==> src/rtl/mtdb_pkg.sv <==
// Shared types and constants for the timer deadline bank.
// Used by the controller, the datapath and the top level.
package mtdb_pkg;

	localparam logic [2:0] REQ_ADD      = 3'd0;
	localparam logic [2:0] REQ_RESCHED  = 3'd1;
	localparam logic [2:0] REQ_UNSCHED  = 3'd2;
	localparam logic [2:0] REQ_REMOVE   = 3'd3;
	localparam logic [2:0] REQ_EXECUTE  = 3'd4;
	localparam logic [2:0] REQ_QUERY    = 3'd5;

	localparam logic [1:0] ST_OK        = 2'd0;
	localparam logic [1:0] ST_NO_FREE   = 2'd1;
	localparam logic [1:0] ST_NOT_USED  = 2'd2;

	localparam logic KIND_FIRED = 1'b0;
	localparam logic KIND_DONE  = 1'b1;

	localparam logic [21:0] ONE_HOUR_MS = 22'd3600000;

	typedef enum logic [2:0] {
		S_IDLE,
		S_OP,
		S_FIRE,
		S_DELAY,
		S_DONE
	} ctrl_state_t;

	typedef struct packed {
		logic capture;
		logic apply;
		logic fire;
		logic scan_step;
		logic scan_clr;
		logic dly_step;
		logic emit_done;
	} dp_cmd_t;

	typedef struct packed {
		logic is_exec;
		logic due;
		logic scan_last;
		logic out_free;
	} dp_stat_t;

endpackage

==> src/rtl/multi_timer_deadline_bank.sv <==
// Top level of the timer deadline bank: controller plus datapath.
// Depends on mtdb_pkg, mtdb_ctrl and mtdb_dp.
//
// Usage: one request beat enters on the input channel (in_valid/in_stall).
// Results leave on the output channel (out_valid/out_stall): zero or more
// fired-event beats (kind 0, execute only, in slot order) and then one
// completion beat (kind 1, last 1) with status and next_delay.
// Each request steps through accept, apply, the fire scan (execute only),
// the delay scan and completion. The slot scans step one slot per cycle
// through a single subtract and compare; the fire scan holds on a due
// slot while the output register cannot take its beat.
// in_stall stays high until the completion beat is loaded, so one request
// is in work at a time. A stalled receiver holds the output register and
// the scan waits on the due slot; nothing is lost.
// Reset clears all in-use and unscheduled marks; slot times need no clear.
module multi_timer_deadline_bank
	import mtdb_pkg::*;
#(
	parameter int TIMER_SLOTS = 16
) (
	input  logic        clk,
	input  logic        arst_n,
	input  logic        in_valid,
	output logic        in_stall,
	input  logic [2:0]  req_type,
	input  logic [3:0]  slot,
	input  logic [31:0] now_ms,
	input  logic [30:0] first_interval,
	input  logic [30:0] repeat_interval,
	output logic        out_valid,
	input  logic        out_stall,
	output logic        kind,
	output logic [3:0]  slot_id,
	output logic [1:0]  status,
	output logic [21:0] next_delay,
	output logic        last
);

	dp_cmd_t  cmd;
	dp_stat_t stat;

	mtdb_ctrl u_ctrl (
		.clk      (clk),
		.arst_n   (arst_n),
		.in_valid (in_valid),
		.in_stall (in_stall),
		.stat     (stat),
		.cmd      (cmd)
	);

	mtdb_dp #(
		.TIMER_SLOTS (TIMER_SLOTS)
	) u_dp (
		.clk             (clk),
		.arst_n          (arst_n),
		.cmd             (cmd),
		.stat            (stat),
		.req_type        (req_type),
		.slot            (slot),
		.now_ms          (now_ms),
		.first_interval  (first_interval),
		.repeat_interval (repeat_interval),
		.out_valid       (out_valid),
		.out_stall       (out_stall),
		.kind            (kind),
		.slot_id         (slot_id),
		.status          (status),
		.next_delay      (next_delay),
		.last            (last)
	);

endmodule

==> src/rtl/mtdb_ctrl.sv <==
// Sequencing state machine for the timer deadline bank.
// Depends on mtdb_pkg; drives the datapath through dp_cmd_t.
module mtdb_ctrl
	import mtdb_pkg::*;
(
	input  logic     clk,
	input  logic     arst_n,
	input  logic     in_valid,
	output logic     in_stall,
	input  dp_stat_t stat,
	output dp_cmd_t  cmd
);

	ctrl_state_t state_q, state_nx;

	always_ff @(posedge clk or negedge arst_n) begin
		if (!arst_n) begin
			state_q <= S_IDLE;
		end else begin
			state_q <= state_nx;
		end
	end

	always_comb begin
		state_nx = state_q;
		unique case (state_q)
			S_IDLE: begin
				if (in_valid) state_nx = S_OP;
			end
			S_OP: begin
				state_nx = stat.is_exec ? S_FIRE : S_DELAY;
			end
			S_FIRE: begin
				if ((!stat.due || stat.out_free) && stat.scan_last) state_nx = S_DELAY;
			end
			S_DELAY: begin
				if (stat.scan_last) state_nx = S_DONE;
			end
			S_DONE: begin
				if (stat.out_free) state_nx = S_IDLE;
			end
			default: state_nx = S_IDLE;
		endcase
	end

	always_comb begin
		cmd = '0;
		in_stall = (state_q != S_IDLE);
		unique case (state_q)
			S_IDLE: begin
				cmd.capture = in_valid;
			end
			S_OP: begin
				cmd.apply    = 1'b1;
				cmd.scan_clr = 1'b1;
			end
			S_FIRE: begin
				// A due slot waits until the output register can take its beat.
				if (!stat.due || stat.out_free) begin
					cmd.fire      = stat.due;
					cmd.scan_step = 1'b1;
					cmd.scan_clr  = stat.scan_last;
				end
			end
			S_DELAY: begin
				cmd.dly_step  = 1'b1;
				cmd.scan_step = 1'b1;
			end
			S_DONE: begin
				cmd.emit_done = stat.out_free;
			end
			default: cmd = '0;
		endcase
	end

endmodule

==> src/rtl/mtdb_dp.sv <==
// Datapath of the timer deadline bank: slot storage, scan logic, output register.
// Depends on mtdb_pkg; controlled by mtdb_ctrl.
module mtdb_dp
	import mtdb_pkg::*;
#(
	parameter int TIMER_SLOTS = 16
) (
	input  logic        clk,
	input  logic        arst_n,
	input  dp_cmd_t     cmd,
	output dp_stat_t    stat,
	input  logic [2:0]  req_type,
	input  logic [3:0]  slot,
	input  logic [31:0] now_ms,
	input  logic [30:0] first_interval,
	input  logic [30:0] repeat_interval,
	output logic        out_valid,
	input  logic        out_stall,
	output logic        kind,
	output logic [3:0]  slot_id,
	output logic [1:0]  status,
	output logic [21:0] next_delay,
	output logic        last
);

	localparam int IW = (TIMER_SLOTS > 1) ? $clog2(TIMER_SLOTS) : 1;
	localparam int SW = (IW > 4) ? IW : 4;

	logic [31:0] trig_q [TIMER_SLOTS];
	logic [31:0] rep_q  [TIMER_SLOTS];
	logic [TIMER_SLOTS-1:0] in_use_q, unsch_q;

	logic [2:0]  type_q;
	logic [3:0]  slot_q;
	logic [31:0] now_q;
	logic [30:0] first_q, repi_q;

	logic [IW-1:0] idx_q;
	logic [21:0]   best_q;
	logic          over_q;

	logic          out_valid_q, kind_q, last_q;
	logic [3:0]    sid_q;
	logic [1:0]    status_q;
	logic [21:0]   delay_q;
	logic [3:0]    res_sid_q;
	logic [1:0]    res_status_q;

	logic [SW-1:0] slot_ext;
	logic [IW-1:0] sidx, ridx, free_idx;
	logic          slot_ok, free_found;
	logic [31:0]   diff;
	logic          live, overdue, out_free;

	assign slot_ext = SW'(slot_q);
	assign sidx     = slot_ext[IW-1:0];
	assign slot_ok  = (32'(slot_q) < 32'(TIMER_SLOTS)) && in_use_q[sidx];
	assign ridx     = idx_q;

	always_comb begin
		free_found = 1'b0;
		free_idx   = '0;
		for (int i = TIMER_SLOTS - 1; i >= 0; i--) begin
			if (!in_use_q[i]) begin
				free_found = 1'b1;
				free_idx   = IW'(i);
			end
		end
	end

	assign diff     = trig_q[ridx] - now_q;
	assign live     = in_use_q[ridx] && !unsch_q[ridx];
	assign overdue  = (diff == 32'd0) || diff[31];
	assign out_free = !out_valid_q || !out_stall;

	assign stat.is_exec   = (type_q == REQ_EXECUTE);
	assign stat.due       = live && overdue;
	assign stat.scan_last = (32'(idx_q) == 32'(TIMER_SLOTS - 1));
	assign stat.out_free  = out_free;

	// Request capture and scan bookkeeping.
	always_ff @(posedge clk) begin
		if (cmd.capture) begin
			type_q  <= req_type;
			slot_q  <= slot;
			now_q   <= now_ms;
			first_q <= first_interval;
			repi_q  <= repeat_interval;
		end
		if (cmd.dly_step && live) begin
			if (!overdue && (diff < 32'(best_q))) best_q <= diff[21:0];
		end
		if (cmd.scan_clr) best_q <= ONE_HOUR_MS;
	end

	always_ff @(posedge clk or negedge arst_n) begin
		if (!arst_n) begin
			idx_q  <= '0;
			over_q <= 1'b0;
		end else begin
			if (cmd.scan_clr) begin
				idx_q  <= '0;
				over_q <= 1'b0;
			end else if (cmd.scan_step) begin
				idx_q <= stat.scan_last ? '0 : idx_q + 1'b1;
				if (cmd.dly_step && live && overdue) over_q <= 1'b1;
			end
		end
	end

	// Slot storage.
	always_ff @(posedge clk) begin
		if (cmd.apply) begin
			priority case (1'b1)
				(type_q == REQ_ADD) && free_found: begin
					trig_q[free_idx] <= now_q + {1'b0, first_q};
					rep_q[free_idx]  <= {1'b0, repi_q};
				end
				(type_q == REQ_RESCHED) && slot_ok: begin
					trig_q[sidx] <= now_q + {1'b0, first_q};
					rep_q[sidx]  <= {1'b0, repi_q};
				end
				(type_q == REQ_UNSCHED) && slot_ok: begin
					rep_q[sidx] <= '1;
				end
				default: ;
			endcase
		end
		if (cmd.fire) begin
			trig_q[ridx] <= trig_q[ridx] + rep_q[ridx];
		end
	end

	always_ff @(posedge clk or negedge arst_n) begin
		if (!arst_n) begin
			in_use_q     <= '0;
			unsch_q      <= '0;
			res_sid_q    <= '0;
			res_status_q <= ST_OK;
		end else begin
			if (cmd.apply) begin
				res_sid_q    <= '0;
				res_status_q <= ST_OK;
				priority case (1'b1)
					type_q == REQ_ADD: begin
						if (free_found) begin
							in_use_q[free_idx] <= 1'b1;
							unsch_q[free_idx]  <= 1'b0;
							res_sid_q          <= 4'(free_idx);
						end else begin
							res_status_q <= ST_NO_FREE;
						end
					end
					(type_q == REQ_RESCHED) || (type_q == REQ_UNSCHED)
						|| (type_q == REQ_REMOVE): begin
						if (!slot_ok) begin
							res_status_q <= ST_NOT_USED;
						end else if (type_q == REQ_RESCHED) begin
							unsch_q[sidx] <= 1'b0;
						end else if (type_q == REQ_UNSCHED) begin
							unsch_q[sidx] <= 1'b1;
						end else begin
							in_use_q[sidx] <= 1'b0;
							unsch_q[sidx]  <= 1'b1;
						end
					end
					default: ;
				endcase
			end
			if (cmd.fire && (rep_q[ridx] == 32'd0)) begin
				in_use_q[ridx] <= 1'b0;
				unsch_q[ridx]  <= 1'b1;
			end
		end
	end

	// Output register; a new beat loads only when the register is empty or its beat is taken.
	always_ff @(posedge clk or negedge arst_n) begin
		if (!arst_n) begin
			out_valid_q <= 1'b0;
		end else if (cmd.fire || cmd.emit_done) begin
			out_valid_q <= 1'b1;
		end else if (!out_stall) begin
			out_valid_q <= 1'b0;
		end
	end

	always_ff @(posedge clk) begin
		if (cmd.fire) begin
			kind_q   <= KIND_FIRED;
			sid_q    <= 4'(ridx);
			status_q <= ST_OK;
			delay_q  <= '0;
			last_q   <= 1'b0;
		end else if (cmd.emit_done) begin
			kind_q   <= KIND_DONE;
			sid_q    <= res_sid_q;
			status_q <= res_status_q;
			delay_q  <= over_q ? 22'd0 : best_q;
			last_q   <= 1'b1;
		end
	end

	assign out_valid  = out_valid_q;
	assign kind       = kind_q;
	assign slot_id    = sid_q;
	assign status     = status_q;
	assign next_delay = delay_q;
	assign last       = last_q;

endmodule
==> config.mk <==
export PLATFORM = sky130hd
export DESIGN_NAME = multi_timer_deadline_bank
export DESIGN_NICKNAME = d
export VERILOG_FILES = /design/src/rtl/mtdb_pkg.sv /design/src/rtl/multi_timer_deadline_bank.sv /design/src/rtl/mtdb_ctrl.sv /design/src/rtl/mtdb_dp.sv
export SDC_FILE = /design/constraint.sdc
export NUM_CORES = 2
export LEC_CHECK = 0
export ABC_CLOCK_PERIOD_IN_PS = 11800
export BUFFER_PORTS_ARGS = -buffer_cell sky130_fd_sc_hd__buf_4
export CAP_MARGIN = 30
export CORE_ASPECT_RATIO = 0.5
export CORE_MARGIN = 1.5
export CORE_UTILIZATION = 48
export DETAILED_ROUTE_END_ITERATION = 10
export GPL_TIMING_DRIVEN = 0
export PLACE_DENSITY = 0.72
export SLEW_MARGIN = 15
export SYNTH_ARGS = -nofsm -noshare
export SYNTH_HDL_FRONTEND = slang
export SYNTH_SLANG_ARGS = --single-unit
==> constraint.sdc <==
create_clock -name clk -period 11.8 [get_ports clk]
set_input_delay 1.18 -clock clk [delete_from_list [all_inputs] [get_ports clk]]
set_output_delay 1.18 -clock clk [all_outputs]
set_load 0.02 [all_outputs]
==> metrics.md <==
| Metric | Value |
|---|---|
| Starting density of the core | 48.4% |
| First-pass GRT wire length | 212000 um |
| Number of global-route vias before repair | 31400 |
| Post-CTS setup buffer count | 0 |
| Total CTS buffers | 104 |
| Most common cell after layout, fill and taps aside | edfxtp_1 |
| Layout area overhead | 16.6% |
| Overall global routing resource usage | 26.1% |
| Die width | 474 um |
| Final RePlAce weighted congestion | 0.940 |
| Max-capacitance violation count | 0 |
| Post-synth EDFFs | 1129 |
| Synthesized flop and latch total | 1223 |
| Via-per-instance ratio | 6.27 |
| Worst vdd ir | 0.198 mV |
| Placed Area | 58300 um^2 |
| Via count | 31800 |
| Share of cells above drive strength 1 | 23.7% |
| Crit path to | u_dp.trig_q[3][8] |
| Reg2reg start | u_dp.idx_q[1] |
| Setup CP Type | flop to flop |
| Period utilisation layout | 90.4% |
| Ys flop type | edfxtp_1 |
| Worst reg2reg endpoint | u_dp.trig_q[3][8] |
| Crit path capture type | flop |
| Final ANT Viol Nets | 0 |
| # setup viols final | 0 |
| Largest net degree at the start of global routing | 48 |
| Detailed-router iteration count before antenna repair | 6 |
| Max Slew Vio Count | 0 |
| Worst slew pin tran | 1010 ps |
| Post-cts resize count | 0 |
| Final min period | 10670 ps |
| Dpl ws | 982 ps |
| Static leakage | 21.2 nW |
| Status | finished, final reports clean |
| Fillers | 8218 |
| Maximum clock rate | 0.0937 GHz |
| Wire per inst | 29.0 um |
| Final nets | 3721 |
| Syn Inst Count | 3121 |
| Startpoint types | flop |
| CTS Buffer Depth | 3 |
| Buffers on Ports | 136 |
| Relative max-transition margin | 32.6% |
| DR iter-0 viols | 3855 |
| Worst EP required | 12220 ps |
| Final Hold Viols | 0 |
| Setup tns final | 0 ps |
| Power per Cell Area | 288 nW/um^2 |
| Hold Crit Class | flop to flop |
| Fin util | 56.4% |
| Library cells used by synthesis | 83 |
| Synth Cell Area | 53200 um^2 |
| Reg2reg path depth | 22 |
| Clk pin slew, worst setup/hold paths | 70 ps |
| Sequential fraction of the synthesis area | 67.7% |
| DP HPWL | 101000 um |
| Worst Path Max Fanout | 10 |
| H-Tree Depth | 3 |
| YS warnings | 0 |
| Number of I/O pins | 137 |
| Die H | 238 um |
| Asr flop ratio synth | 3.84% |
| RSZ-0062 raised after global routing | no |
| Cts hold-fix bufs | 0 |
| Worst skew pair latency | 720 ps |
| Detailed Route WL | 147000 um |
| Initial antenna violation count | 4 |
| Die area | 113000 um^2 |
| R2R Setup Slk | 1130 ps |
| CTS tree | yes |
| Commonest non-fill, non-tap cells in the layout | 1129 x edfxtp_1, 324 x mux4_2, 173 x nand2_1 |
| Syn Area/Cell | 17.0 um^2 |
| Floorplan row count | 86 |
| Design Area, Final | 62000 um^2 |
| Syn_nets | 3348 |
| CTS sink cnt | 1223 |
| DRC Markers | 0 |
| Worst EP arrival | 11090 ps |
| Overflow after GRT | 0 |
| Worst setup margin | 1130 ps |
| Core footprint | 110000 um^2 |
| Crit path launch | u_dp.idx_q[1] |
| Root Driver | clkbuf_16 |
| Clk_skew | 31.5 ps |
==> report_power, final <==
group,internal (mW),switching (mW)
registers,5.75,0.0860
clock network,1.95,1.61
logic,3.17,5.27
total,10.9,6.96
==> registers in the layout (all words and copies together), names as in the netlist, 2 cells and up <==
register,flops
u_dp.best_q,22
u_dp.trig_q,512
u_dp.next_delay,22
u_dp.idx_q,4
u_dp.unsch_q,16
u_dp.sidx,4
u_dp.status,2
u_dp.in_use_q,16
u_dp.type_q,3
u_dp.now_q,32
u_dp.res_status_q,2
u_dp.res_sid_q,4
u_dp.slot_id,4
u_dp.rep_q,512
u_dp.repi_q,31
u_ctrl.state_q,3
u_dp.first_q,31
==> synthesized netlist by cell type (all sizes together) (15+ instances only) <==
cell	instances	area, um^2
a211oi	16	140
a21o	40	300
a21oi	134	686
a22oi	21	158
a31o	18	158
a31oi	33	206
buf	74	342
clkbuf	65	244
dfrtp	47	1180
dfxtp	47	941
edfxtp	1129	33900
ha	119	1490
inv	105	394
mux2i	40	400
mux4	324	7300
nand2	173	649
nand2b	65	407
nand3	35	175
nand4	23	159
nor2	147	552
nor2b	19	119
nor3	23	115
nor4	15	93.8
o21a	17	128
o21ai	91	455
o31ai	16	120
or3	33	206
xnor2	35	307
xor2	36	315
==> area by class of cell <==
| cell class | count | area (um^2) | area share, % |
|---|---|---|---|
| antenna | 1 | 2.50 | 0.00404 |
| buffer | 139 | 589 | 0.950 |
| clock buffer | 118 | 2710 | 4.37 |
| clock inverter | 73 | 790 | 1.27 |
| inverter | 105 | 394 | 0.636 |
| multi-input combinational | 1654 | 16500 | 26.7 |
| sequential | 1223 | 36000 | 58.1 |
| tap | 1496 | 1870 | 3.02 |
| timing repair buffer | 267 | 3100 | 5.00 |
==> logic make-up after synthesis <==
kind of cell	Yosys count	share of synthesized area [%]
xor+xnor	71	1.17
buf+inv	244	1.84
fa+ha+maj	122	2.91
simple gates	596	5.50
compound gates	493	6.18
flops	1223	67.7
mux	372	14.6
==> worst min-delay path by stage <==
stage | start | to | slack [ps] | depth (start not counted)
2_1_floorplan | u_dp.res_sid_q[3] | u_dp.res_sid_q[3] | 440 | 1
3_3_place_gp | u_dp.next_delay[1] | u_dp.next_delay[1] | 450 | 2
3_5_place_dp | u_dp.next_delay[6] | u_dp.next_delay[6] | 460 | 2
4_1_cts | u_dp.next_delay[6] | u_dp.next_delay[6] | 470 | 2
5_1_grt | u_dp.next_delay[13] | u_dp.next_delay[13] | 480 | 2
6_report | u_dp.next_delay[19] | u_dp.next_delay[19] | 460 | 2
==> stage by stage <==
stage | cells | hold slack (ps) | power [mW]
finish | 5076 | 462 | 17.8
global route | 5075 | 480 | 18.6
CTS | 5050 | 465 | 17.6
detailed placement | 4859 | 457 | 14.0
global placement | 4753 | 454 | 13.4
floorplan | 3121 | 442 | 11.2
==> layer usage <==
metal / part of all wire [%] / GRT usage, % / vias to the layer above
li1: - / - / 13300
met1: 39 / 34.9 / 16400
met2: 48 / 42.5 / 1773
met3: 9.4 / 5.42 / 335
met4: 3.8 / 9.50 / 2
met5: 0.013 / 0 / -
==> critical path: stages (launching register included) <==
cell	delay, ps
dfrtp_1	500
buf_2	350
buf_2	370
buf_1	580
buf_1	770
clkbuf_1	450
clkbuf_1	810
mux4_2	430
mux4_2	540
ha_1	300
clkbuf_1	300
nand2_1	160
nor4_1	380
a21bo_1	320
a21boi_1	320
mux2_2	390
a2111oi_0	620
or4b_1	570
nand2_1	130
nand2_1	580
o31ai_4	980
buf_8	270
buf_6	170
(Power assumes the default switching activity.)
